### src/swla_pkg.sv
`default_nettype none

package swla_pkg;

    localparam int unsigned MAX_FRAME = 16;
    localparam logic [4:0]  HDR_BYTES = 5'd5;

    localparam logic [1:0] OP_SEND = 2'd0;
    localparam logic [1:0] OP_RECV = 2'd1;
    localparam logic [1:0] OP_TICK = 2'd2;
    localparam logic [1:0] OP_NONE = 2'd3;

    localparam logic [2:0] EV_NONE        = 3'd0;
    localparam logic [2:0] EV_BAD_VERSION = 3'd1;
    localparam logic [2:0] EV_PEER_READY  = 3'd2;
    localparam logic [2:0] EV_MOVE        = 3'd3;
    localparam logic [2:0] EV_REMATCH     = 3'd4;
    localparam logic [2:0] EV_LEAVE       = 3'd5;
    localparam logic [2:0] EV_LOST        = 3'd6;

    localparam logic [2:0] REG_MAGIC    = 3'd0;
    localparam logic [2:0] REG_VERSION  = 3'd1;
    localparam logic [2:0] REG_INTERVAL = 3'd2;
    localparam logic [2:0] REG_LIMIT    = 3'd3;
    localparam logic [2:0] REG_HELLO    = 3'd4;
    localparam logic [2:0] REG_MOVE     = 3'd5;
    localparam logic [2:0] REG_REMATCH  = 3'd6;
    localparam logic [2:0] REG_LEAVE    = 3'd7;

    typedef struct packed {
        logic [7:0]  magic;
        logic [7:0]  version;
        logic [15:0] interval;
        logic [3:0]  limit;
        logic [7:0]  code_hello;
        logic [7:0]  code_move;
        logic [7:0]  code_rematch;
        logic [7:0]  code_leave;
    } cfg_t;

    typedef struct packed {
        logic [1:0]  opcode;
        logic [7:0]  msg_type;
        logic [4:0]  item_len;
        logic [39:0] rx_header;
        logic [23:0] item_payload;
        logic [31:0] tick_ms;
    } item_t;

    typedef struct packed {
        logic [3:0]  tx_len;
        logic [39:0] tx_header;
        logic [23:0] tx_payload;
        logic [2:0]  event_kind;
        logic [7:0]  event_arg_a;
        logic [7:0]  event_arg_b;
        logic        link_busy;
    } result_t;

    // Payload bytes a type carries; earlier codes win where codes overlap.
    function automatic logic [1:0] expected_len(input cfg_t cfg, input logic [7:0] t);
        logic [1:0] n;
        priority if (t == cfg.code_hello) begin
            n = 2'd3;
        end else if (t == cfg.code_move) begin
            n = 2'd2;
        end else if (t == cfg.code_rematch) begin
            n = 2'd1;
        end else begin
            n = 2'd0;
        end
        return n;
    endfunction

endpackage

`default_nettype wire

### src/swla_cfg_regs.sv
`default_nettype none

module swla_cfg_regs (
    input  wire logic           aclk,
    input  wire logic           aresetn,
    input  wire logic           cfg_valid,
    output logic                cfg_ready,
    input  wire logic [2:0]     cfg_index,
    input  wire logic [15:0]    cfg_data,
    output swla_pkg::cfg_t      cfg
);

    swla_pkg::cfg_t cfg_reg;
    swla_pkg::cfg_t cfg_next;

    assign cfg_ready = 1'b1;
    assign cfg      = cfg_reg;

    always_comb begin
        cfg_next = cfg_reg;
        if (cfg_valid) begin
            unique case (cfg_index)
                swla_pkg::REG_MAGIC:    cfg_next.magic        = cfg_data[7:0];
                swla_pkg::REG_VERSION:  cfg_next.version      = cfg_data[7:0];
                swla_pkg::REG_INTERVAL: cfg_next.interval     = cfg_data;
                swla_pkg::REG_LIMIT:    cfg_next.limit        = cfg_data[3:0];
                swla_pkg::REG_HELLO:    cfg_next.code_hello   = cfg_data[7:0];
                swla_pkg::REG_MOVE:     cfg_next.code_move    = cfg_data[7:0];
                swla_pkg::REG_REMATCH:  cfg_next.code_rematch = cfg_data[7:0];
                swla_pkg::REG_LEAVE:    cfg_next.code_leave   = cfg_data[7:0];
                default:                cfg_next = cfg_reg;
            endcase
        end
    end

    always_ff @(posedge aclk) begin
        if (!aresetn) begin
            cfg_reg.magic        <= 8'd170;
            cfg_reg.version      <= 8'd1;
            cfg_reg.interval     <= 16'd300;
            cfg_reg.limit        <= 4'd5;
            cfg_reg.code_hello   <= 8'd1;
            cfg_reg.code_move    <= 8'd2;
            cfg_reg.code_rematch <= 8'd3;
            cfg_reg.code_leave   <= 8'd4;
        end else begin
            cfg_reg <= cfg_next;
        end
    end

endmodule

`default_nettype wire

### src/swla_engine.sv
`default_nettype none

module swla_engine (
    input  wire logic           aclk,
    input  wire logic           aresetn,
    input  wire logic           advance,
    input  wire swla_pkg::cfg_t  cfg,
    input  wire swla_pkg::item_t item,
    output swla_pkg::result_t   result
);

    logic [39:0] pend_hdr_reg, pend_hdr_next;
    logic [23:0] pend_pay_reg, pend_pay_next;
    logic [3:0]  pend_len_reg, pend_len_next;
    logic [6:0]  pend_seq_reg, pend_seq_next;
    logic        pend_valid_reg, pend_valid_next;
    logic [3:0]  retry_reg, retry_next;
    logic [31:0] elapsed_reg, elapsed_next;
    logic [6:0]  next_seq_reg, next_seq_next;
    logic [6:0]  last_peer_reg, last_peer_next;
    logic        ack_owed_reg, ack_owed_next;
    logic        peer_seen_reg, peer_seen_next;

    logic [7:0]  rx_magic, rx_version, rx_type, rx_seqb, rx_ackb;
    logic [7:0]  pay0, pay1, pay2;
    logic [7:0]  ack_byte_old, ack_byte_new;
    logic [39:0] pure_ack_old;
    logic [1:0]  send_len, rx_exp;
    logic [23:0] send_mask;
    logic [32:0] elapsed_sum;
    logic [31:0] elapsed_sat;
    logic        recv_ok, dup, in_order;
    logic [6:0]  want_seq;

    assign rx_magic   = item.rx_header[7:0];
    assign rx_version = item.rx_header[15:8];
    assign rx_type    = item.rx_header[23:16];
    assign rx_seqb    = item.rx_header[31:24];
    assign rx_ackb    = item.rx_header[39:32];
    assign pay0       = item.item_payload[7:0];
    assign pay1       = item.item_payload[15:8];
    assign pay2       = item.item_payload[23:16];

    assign ack_byte_old = ack_owed_reg ? {1'b1, last_peer_reg} : 8'h00;
    assign ack_byte_new = {1'b1, rx_seqb[6:0]};
    assign pure_ack_old = {ack_byte_old, 16'h0000, cfg.version, cfg.magic};

    assign send_len = swla_pkg::expected_len(cfg, item.msg_type);
    assign rx_exp   = swla_pkg::expected_len(cfg, rx_type);

    always_comb begin
        unique case (send_len)
            2'd0: send_mask = 24'h000000;
            2'd1: send_mask = 24'h0000FF;
            2'd2: send_mask = 24'h00FFFF;
            2'd3: send_mask = 24'hFFFFFF;
            default: send_mask = 24'h000000;
        endcase
    end

    assign elapsed_sum = {1'b0, elapsed_reg} + {1'b0, item.tick_ms};
    assign elapsed_sat = elapsed_sum[32] ? 32'hFFFF_FFFF : elapsed_sum[31:0];

    assign want_seq = peer_seen_reg ? (last_peer_reg + 7'd1) : 7'd0;
    assign dup      = peer_seen_reg && (rx_seqb[6:0] == last_peer_reg);
    assign in_order = rx_seqb[6:0] == want_seq;

    always_comb begin
        pend_hdr_next   = pend_hdr_reg;
        pend_pay_next   = pend_pay_reg;
        pend_len_next   = pend_len_reg;
        pend_seq_next   = pend_seq_reg;
        pend_valid_next = pend_valid_reg;
        retry_next      = retry_reg;
        elapsed_next    = elapsed_reg;
        next_seq_next   = next_seq_reg;
        last_peer_next  = last_peer_reg;
        ack_owed_next   = ack_owed_reg;
        peer_seen_next  = peer_seen_reg;
        recv_ok         = 1'b0;

        result.tx_len      = 4'd0;
        result.tx_header   = 40'd0;
        result.tx_payload  = 24'd0;
        result.event_kind  = swla_pkg::EV_NONE;
        result.event_arg_a = 8'd0;
        result.event_arg_b = 8'd0;

        unique case (item.opcode)
            swla_pkg::OP_SEND: begin
                if (item.item_len == {3'b000, send_len}) begin
                    result.tx_header  = {ack_byte_old, 1'b1, next_seq_reg, item.msg_type,
                                         cfg.version, cfg.magic};
                    result.tx_payload = item.item_payload & send_mask;
                    result.tx_len     = 4'd5 + {2'b00, send_len};
                    pend_hdr_next     = result.tx_header;
                    pend_pay_next     = result.tx_payload;
                    pend_len_next     = result.tx_len;
                    pend_seq_next     = next_seq_reg;
                    retry_next        = 4'd0;
                    elapsed_next      = 32'd0;
                    pend_valid_next   = 1'b1;
                    next_seq_next     = next_seq_reg + 7'd1;
                end
            end
            swla_pkg::OP_RECV: begin
                if (item.item_len >= swla_pkg::HDR_BYTES
                        && item.item_len <= 5'(swla_pkg::MAX_FRAME)
                        && rx_magic == cfg.magic) begin
                    if (rx_version != cfg.version) begin
                        result.event_kind  = swla_pkg::EV_BAD_VERSION;
                        result.event_arg_a = rx_version;
                        result.tx_header   = pure_ack_old;
                        result.tx_len      = 4'd5;
                    end else begin
                        // Piggybacked ack retires the pending frame.
                        if (rx_ackb[7] && pend_valid_reg && rx_ackb[6:0] == pend_seq_reg) begin
                            pend_valid_next = 1'b0;
                            retry_next      = 4'd0;
                        end
                        recv_ok = rx_seqb[7];
                        if (recv_ok && rx_type == cfg.code_hello) begin
                            if (item.item_len != 5'd8) begin
                                recv_ok = 1'b0;
                            end else if (pay0 != cfg.version) begin
                                result.event_kind  = swla_pkg::EV_BAD_VERSION;
                                result.event_arg_a = pay0;
                                result.tx_header   = pure_ack_old;
                                result.tx_len      = 4'd5;
                                recv_ok            = 1'b0;
                            end
                        end else if (recv_ok
                                && {3'b000, rx_exp} != item.item_len - swla_pkg::HDR_BYTES) begin
                            recv_ok = 1'b0;
                        end
                        if (recv_ok) begin
                            if (dup) begin
                                // Resend the ack for a repeated frame.
                                result.tx_header = pure_ack_old;
                                result.tx_len    = 4'd5;
                            end else if (in_order) begin
                                last_peer_next   = rx_seqb[6:0];
                                ack_owed_next    = 1'b1;
                                peer_seen_next   = 1'b1;
                                result.tx_header = {ack_byte_new, 16'h0000, cfg.version,
                                                    cfg.magic};
                                result.tx_len    = 4'd5;
                                priority if (rx_type == cfg.code_hello) begin
                                    result.event_kind  = swla_pkg::EV_PEER_READY;
                                    result.event_arg_a = pay1;
                                    result.event_arg_b = pay2;
                                end else if (rx_type == cfg.code_move) begin
                                    result.event_kind  = swla_pkg::EV_MOVE;
                                    result.event_arg_a = pay0;
                                    result.event_arg_b = pay1;
                                end else if (rx_type == cfg.code_rematch) begin
                                    result.event_kind  = swla_pkg::EV_REMATCH;
                                    result.event_arg_a = pay0;
                                end else if (rx_type == cfg.code_leave) begin
                                    result.event_kind  = swla_pkg::EV_LEAVE;
                                end else begin
                                    result.event_kind  = swla_pkg::EV_NONE;
                                end
                            end
                        end
                    end
                end
            end
            swla_pkg::OP_TICK: begin
                if (pend_valid_reg) begin
                    elapsed_next = elapsed_sat;
                    if (elapsed_sat >= {16'h0000, cfg.interval}) begin
                        if (retry_reg >= cfg.limit) begin
                            pend_valid_next   = 1'b0;
                            retry_next        = 4'd0;
                            result.event_kind = swla_pkg::EV_LOST;
                        end else begin
                            result.tx_header  = pend_hdr_reg;
                            result.tx_payload = pend_pay_reg;
                            result.tx_len     = pend_len_reg;
                            retry_next        = retry_reg + 4'd1;
                            elapsed_next      = 32'd0;
                        end
                    end
                end
            end
            swla_pkg::OP_NONE: begin
                recv_ok = 1'b0;
            end
            default: begin
                recv_ok = 1'b0;
            end
        endcase

        result.link_busy = pend_valid_next;
    end

    always_ff @(posedge aclk) begin
        if (advance) begin
            pend_hdr_reg <= pend_hdr_next;
            pend_pay_reg <= pend_pay_next;
        end
    end

    always_ff @(posedge aclk) begin
        if (!aresetn) begin
            pend_len_reg   <= 4'd0;
            pend_seq_reg   <= 7'd0;
            pend_valid_reg <= 1'b0;
            retry_reg      <= 4'd0;
            elapsed_reg    <= 32'd0;
            next_seq_reg   <= 7'd0;
            last_peer_reg  <= 7'd0;
            ack_owed_reg   <= 1'b0;
            peer_seen_reg  <= 1'b0;
        end else if (advance) begin
            pend_len_reg   <= pend_len_next;
            pend_seq_reg   <= pend_seq_next;
            pend_valid_reg <= pend_valid_next;
            retry_reg      <= retry_next;
            elapsed_reg    <= elapsed_next;
            next_seq_reg   <= next_seq_next;
            last_peer_reg  <= last_peer_next;
            ack_owed_reg   <= ack_owed_next;
            peer_seen_reg  <= peer_seen_next;
        end
    end

endmodule

`default_nettype wire

### src/stop_and_wait_link_arq.sv
// An accepted request is held in the input register; its result is then registered for output.
// Throughput: one request per cycle while m_ready is high; the input and result registers
// each refill in the cycle they empty, so back-to-back requests flow at full rate.
// Reset (aresetn low, synchronous): both registers empty, link state cleared,
// configuration registers return to their defaults.
`default_nettype none

module stop_and_wait_link_arq (
    input  wire logic           aclk,
    input  wire logic           aresetn,

    input  wire logic           cfg_valid,
    output logic                cfg_ready,
    input  wire logic [2:0]     cfg_index,
    input  wire logic [15:0]    cfg_data,

    input  wire logic           s_valid,
    output logic                s_ready,
    input  wire logic [1:0]     s_opcode,
    input  wire logic [7:0]     s_msg_type,
    input  wire logic [4:0]     s_item_len,
    input  wire logic [39:0]    s_rx_header,
    input  wire logic [23:0]    s_item_payload,
    input  wire logic [31:0]    s_tick_ms,

    output logic                m_valid,
    input  wire logic           m_ready,
    output logic [3:0]          m_tx_len,
    output logic [39:0]         m_tx_header,
    output logic [23:0]         m_tx_payload,
    output logic [2:0]          m_event_kind,
    output logic [7:0]          m_event_arg_a,
    output logic [7:0]          m_event_arg_b,
    output logic                m_link_busy
);

    swla_pkg::cfg_t    cfg;
    swla_pkg::item_t   item_reg;
    swla_pkg::result_t result_next;
    swla_pkg::result_t result_reg;
    logic              in_valid_reg;
    logic              out_valid_reg;
    logic              advance;

    swla_cfg_regs u_cfg (
        .aclk      (aclk),
        .aresetn   (aresetn),
        .cfg_valid (cfg_valid),
        .cfg_ready (cfg_ready),
        .cfg_index (cfg_index),
        .cfg_data  (cfg_data),
        .cfg       (cfg)
    );

    // Move the held request into the result register when that register frees up.
    assign advance = in_valid_reg && (!out_valid_reg || m_ready);
    assign s_ready = !in_valid_reg || advance;

    always_ff @(posedge aclk) begin
        if (s_valid && s_ready) begin
            item_reg.opcode       <= s_opcode;
            item_reg.msg_type     <= s_msg_type;
            item_reg.item_len     <= s_item_len;
            item_reg.rx_header    <= s_rx_header;
            item_reg.item_payload <= s_item_payload;
            item_reg.tick_ms      <= s_tick_ms;
        end
    end

    swla_engine u_engine (
        .aclk    (aclk),
        .aresetn (aresetn),
        .advance (advance),
        .cfg     (cfg),
        .item    (item_reg),
        .result  (result_next)
    );

    always_ff @(posedge aclk) begin
        if (advance) begin
            result_reg <= result_next;
        end
    end

    always_ff @(posedge aclk) begin
        if (!aresetn) begin
            in_valid_reg  <= 1'b0;
            out_valid_reg <= 1'b0;
        end else begin
            if (s_valid && s_ready) begin
                in_valid_reg <= 1'b1;
            end else if (advance) begin
                in_valid_reg <= 1'b0;
            end
            if (advance) begin
                out_valid_reg <= 1'b1;
            end else if (m_ready) begin
                out_valid_reg <= 1'b0;
            end
        end
    end

    assign m_valid       = out_valid_reg;
    assign m_tx_len      = result_reg.tx_len;
    assign m_tx_header   = result_reg.tx_header;
    assign m_tx_payload  = result_reg.tx_payload;
    assign m_event_kind  = result_reg.event_kind;
    assign m_event_arg_a = result_reg.event_arg_a;
    assign m_event_arg_b = result_reg.event_arg_b;
    assign m_link_busy   = result_reg.link_busy;

endmodule

`default_nettype wire
### config.mk
export PLATFORM = sky130hd
export DESIGN_NAME = stop_and_wait_link_arq
export DESIGN_NICKNAME = d
export VERILOG_FILES = /design/src/swla_pkg.sv /design/src/swla_cfg_regs.sv /design/src/swla_engine.sv /design/src/stop_and_wait_link_arq.sv
export SDC_FILE = /design/constraint.sdc
export NUM_CORES = 1
export LEC_CHECK = 0
export CAP_MARGIN = 10
export CORE_ASPECT_RATIO = 1.75
export CORE_UTILIZATION = 64
export CTS_BUF_LIST = sky130_fd_sc_hd__clkbuf_16
export DETAILED_ROUTE_END_ITERATION = 16
export DONT_BUFFER_PORTS = 1
export PLACE_DENSITY = 0.8
export SYNTH_ARGS = -nofsm -noshare
export SYNTH_HDL_FRONTEND = slang
export SYNTH_SLANG_ARGS = --single-unit
### constraint.sdc
create_clock -name aclk -period 5.9 [get_ports aclk]
set_input_delay 0.295 -clock aclk [delete_from_list [all_inputs] [get_ports aclk]]
set_output_delay 0.295 -clock aclk [all_outputs]
set_load 0.005 [all_outputs]
==> flow_metrics.env <==
export IMPL_start_util=0.6522
export IMPL_syn_area_um2=18740
export IMPL_crit_reg2reg_launch="item_reg[22]"
export IMPL_cp_slowest_cell="o21ai_0"
export IMPL_setup_violations=0
export IMPL_core_area_um2=28730
export IMPL_yosysSeqAreaShare=0.5620
export IMPL_cts_buffer_depth=3
export IMPL_layout_drive_gt1_share=0.05785
export IMPL_synthFlopType="edfxtp_1"
export IMPL_vias=14114
export IMPL_ios=226
export IMPL_grt_antenna_before_repair=0
export IMPL_die_w_um=131.3
export IMPL_finalHoldViolations=0
export IMPL_synth_seq_cells=395
export IMPL_worstHoldPathType="primary input to flop"
export IMPL_run_status="complete, no violations"
export IMPL_antenna_left=0
export IMPL_syn_nets=1888
export IMPL_grt_pass1_vias=14496
export IMPL_nNetsFinal=1985
export IMPL_grt_pass1_wl_um=77940
export IMPL_tightest_slew_ps=1170
export IMPL_placed_area_um2=18910
export IMPL_cts_htree_levels=2
export IMPL_syn_inst=1690
export IMPL_cts_tree="done"
export IMPL_drc=0
export IMPL_clkSinkCount=395
export IMPL_synth_edff_count=262
export IMPL_ir_worst_vdd_mv=0.2607
export IMPL_holdPathEnd="u_cfg.cfg[62]"
export IMPL_p_total_w=0.005773
export IMPL_grt_overflow=0
export IMPL_timing_rr_end="m_tx_header[13]"
export IMPL_fp_dieH_um=228.3
export IMPL_fmax_mhz=176.9
export IMPL_stdcell_area_um2=21370
export IMPL_io_buffers=0
export IMPL_min_path_cells=3
export IMPL_grt_max_degree=91
export IMPL_avgSynthCellArea_um2=11.09
export IMPL_firstDrtPassIters=5
export IMPL_r2r_cells=20
export IMPL_slowest_delay_ps=510
export IMPL_cts_clk_slew_worst_paths_ps=60
export IMPL_cts_setup_buffers=0
export IMPL_slew_headroom=0.2203
export IMPL_fin_tns_setup_ps=0
export IMPL_slew_violations=0
export IMPL_wire_per_inst_um=23.08
export IMPL_cts_made_buffers=36
export IMPL_cts_root_buf="clkbuf_16"
export IMPL_dp_hpwl_um=34540
export IMPL_critical_path_cell_chain="ha_1, nand2_1, o21ai_0, a211oi_2, o31ai_2, a21oi_1, buf_4, o21ai_0, ha_1, a21o_1, a21o_1, a21oi_1, o311ai_0, nand2_1, o2111ai_1, nor4_2, and4b_4, nor4_4, buf_12, a22o_1"
export IMPL_cp_end_kind="flop"
export IMPL_cp_data_arrival_time_ps=5930
export IMPL_maxCapViolations=0
export IMPL_clock_skew_ps=19.04
export IMPL_rows=82
export IMPL_drt_iter0_drc=1005
export IMPL_drt_total_wl_um=50640
export IMPL_path_class="flop to flop"
export IMPL_track_usage=0.3389
export IMPL_largest_register_ffs=111
export IMPL_cellLeakagePower_nw=7.796
export IMPL_syn_to_final_growth_pct=14.07
export IMPL_power_density_nw_per_um2=270.1
export IMPL_die_area_um2=29990
export IMPL_gp_congestion=0.9307
export IMPL_regToRegSetupSlack_ps=250
export IMPL_min_from="cfg_index[1]"
export IMPL_crit_path_max_fanout=24
export IMPL_worstSkewPairLatency_ps=550
export IMPL_synth_async_reset_ratio=0
export IMPL_rsz0062_at_grt="no"
export IMPL_yosysWarningCount=0
export IMPL_synth_cell_types=88
export IMPL_period_share=0.9582
export IMPL_avgViaCountPerCell=6.433
export IMPL_crit_required_ps=6180
export IMPL_start_kind="flop"
export IMPL_min_period_ps=5653
layout by cell type (no fill, tap or decap), drive strengths merged, types with 17 or more instances in the layout:
cell and instances:
edfxtp 262, nand2 245, dfxtp 133, dlygate4sd3 131
a21oi 114, nor2 103, xnor2 87, a22o 73
ha 62, inv 58, o21ai 45, nand4 41
xor2 41, clkbuf 37, nand3 37, and2 30
a21o 28, nor4 19, a32o 18, nor3 18
nor2b 17
critical path: cells and delay by family (launching register included):
| kind | cells | cell delay [ps] |
|---|---|---|
| AOI/OAI and AO/OA | 11 | 2360 |
| adders and majority gates | 2 | 770 |
| buffers and inverters | 2 | 450 |
| DFF | 1 | 380 |
| and+or+nand+nor | 5 | 1380 |
cells in the mapped netlist (18+ instances only):
library cell	number	share of area
a21o_1	28	0.011
a21oi_1	110	0.029
a22o_1	73	0.034
a32o_1	18	0.0096
and2_1	30	0.010
buf_2	22	0.0059
clkbuf_1	50	0.010
dfxtp_1	133	0.14
edfxtp_1	262	0.42
ha_1	62	0.041
inv_1	42	0.0084
nand2_1	245	0.049
nand3_1	36	0.0096
nand4_1	41	0.014
nor2_1	103	0.021
o21ai_0	37	0.0099
xnor2_1	87	0.041
xor2_1	41	0.019
kinds of logic (layout without fill, tap and decap cells):
family / count (synthesis) / in the layout / share of synthesized area
mux: 13 / 13 / 0.007012
other cells: 1 / 2 / 0.0002002
xor+xnor: 129 / 129 / 0.06104
compound gates: 398 / 398 / 0.1543
flops: 395 / 395 / 0.5620
simple gates: 561 / 561 / 0.1420
buf+inv: 130 / 255 / 0.03099
fa+ha+maj: 63 / 63 / 0.04247
worst max-delay path by stage:
| stage | slack (ps) | startpoint | cells after the start | to |
|---|---|---|---|---|
| 6_report | 250 | item_reg[22] | 20 | m_tx_header[13] |
| 5_1_grt | 20 | item_reg[22] | 20 | m_tx_header[13] |
| 4_1_cts | 360 | item_reg[22] | 20 | m_tx_header[8] |
| 3_5_place_dp | 410 | item_reg[22] | 20 | m_tx_header[12] |
| 3_3_place_gp | 560 | item_reg[22] | 20 | m_tx_header[12] |
| 2_1_floorplan | 460 | m_valid | 6 | u_engine.pend_hdr_reg[0] |
cell type report:
type | instances | area (um^2)
repair buffers | 144 | 1421
multi-input cells | 1165 | 7627
fillers | 1912 | 7356
inverters | 45 | 170.2
diodes | 1 | 2.502
well taps | 378 | 473.0
clock inverters | 29 | 221.5
clock buffers | 37 | 925.9
flip-flops and latches | 395 | 10530
timing repair:
| action | 4_1_cts | 5_1_grt |
|---|---|---|
| resized for setup | 0 | 0 |
| endpoints found under the hold margin | 184 | 0 |
| hold buffers | 131 | 0 |
report_power, final:
part / leakage (nW) / switching (W) / internal (W)
Sequential: 3.61 / 0.0000835 / 0.00303
Clock: 0.603 / 0.00103 / 0.00128
Combinational: 3.58 / 0.000196 / 0.000152
stage by stage:
stage,std cells,hold WS (ps),utilization,setup WS (ps)
finish,2194,67.74,0.7439,246.7
global route,2193,55.30,0.7439,19.09
CTS,2193,44.24,0.7439,355.6
detailed placement,1996,371.3,0.6583,414.5
global placement,1996,368.5,0.6583,558.9
floorplan,1690,393.9,-,464.9
layer usage:
metal,vias to the layer above,track usage,share of wire,wire length (um)
li1,6400,-,-,-
met1,6749,0.3404,0.33,16850
met2,742,0.6353,0.53,26880
met3,223,0.05500,0.065,3310
met4,0,0.2275,0.071,3594
met5,-,0,0,0
Note: power is estimated with default switching activity, not from simulation.
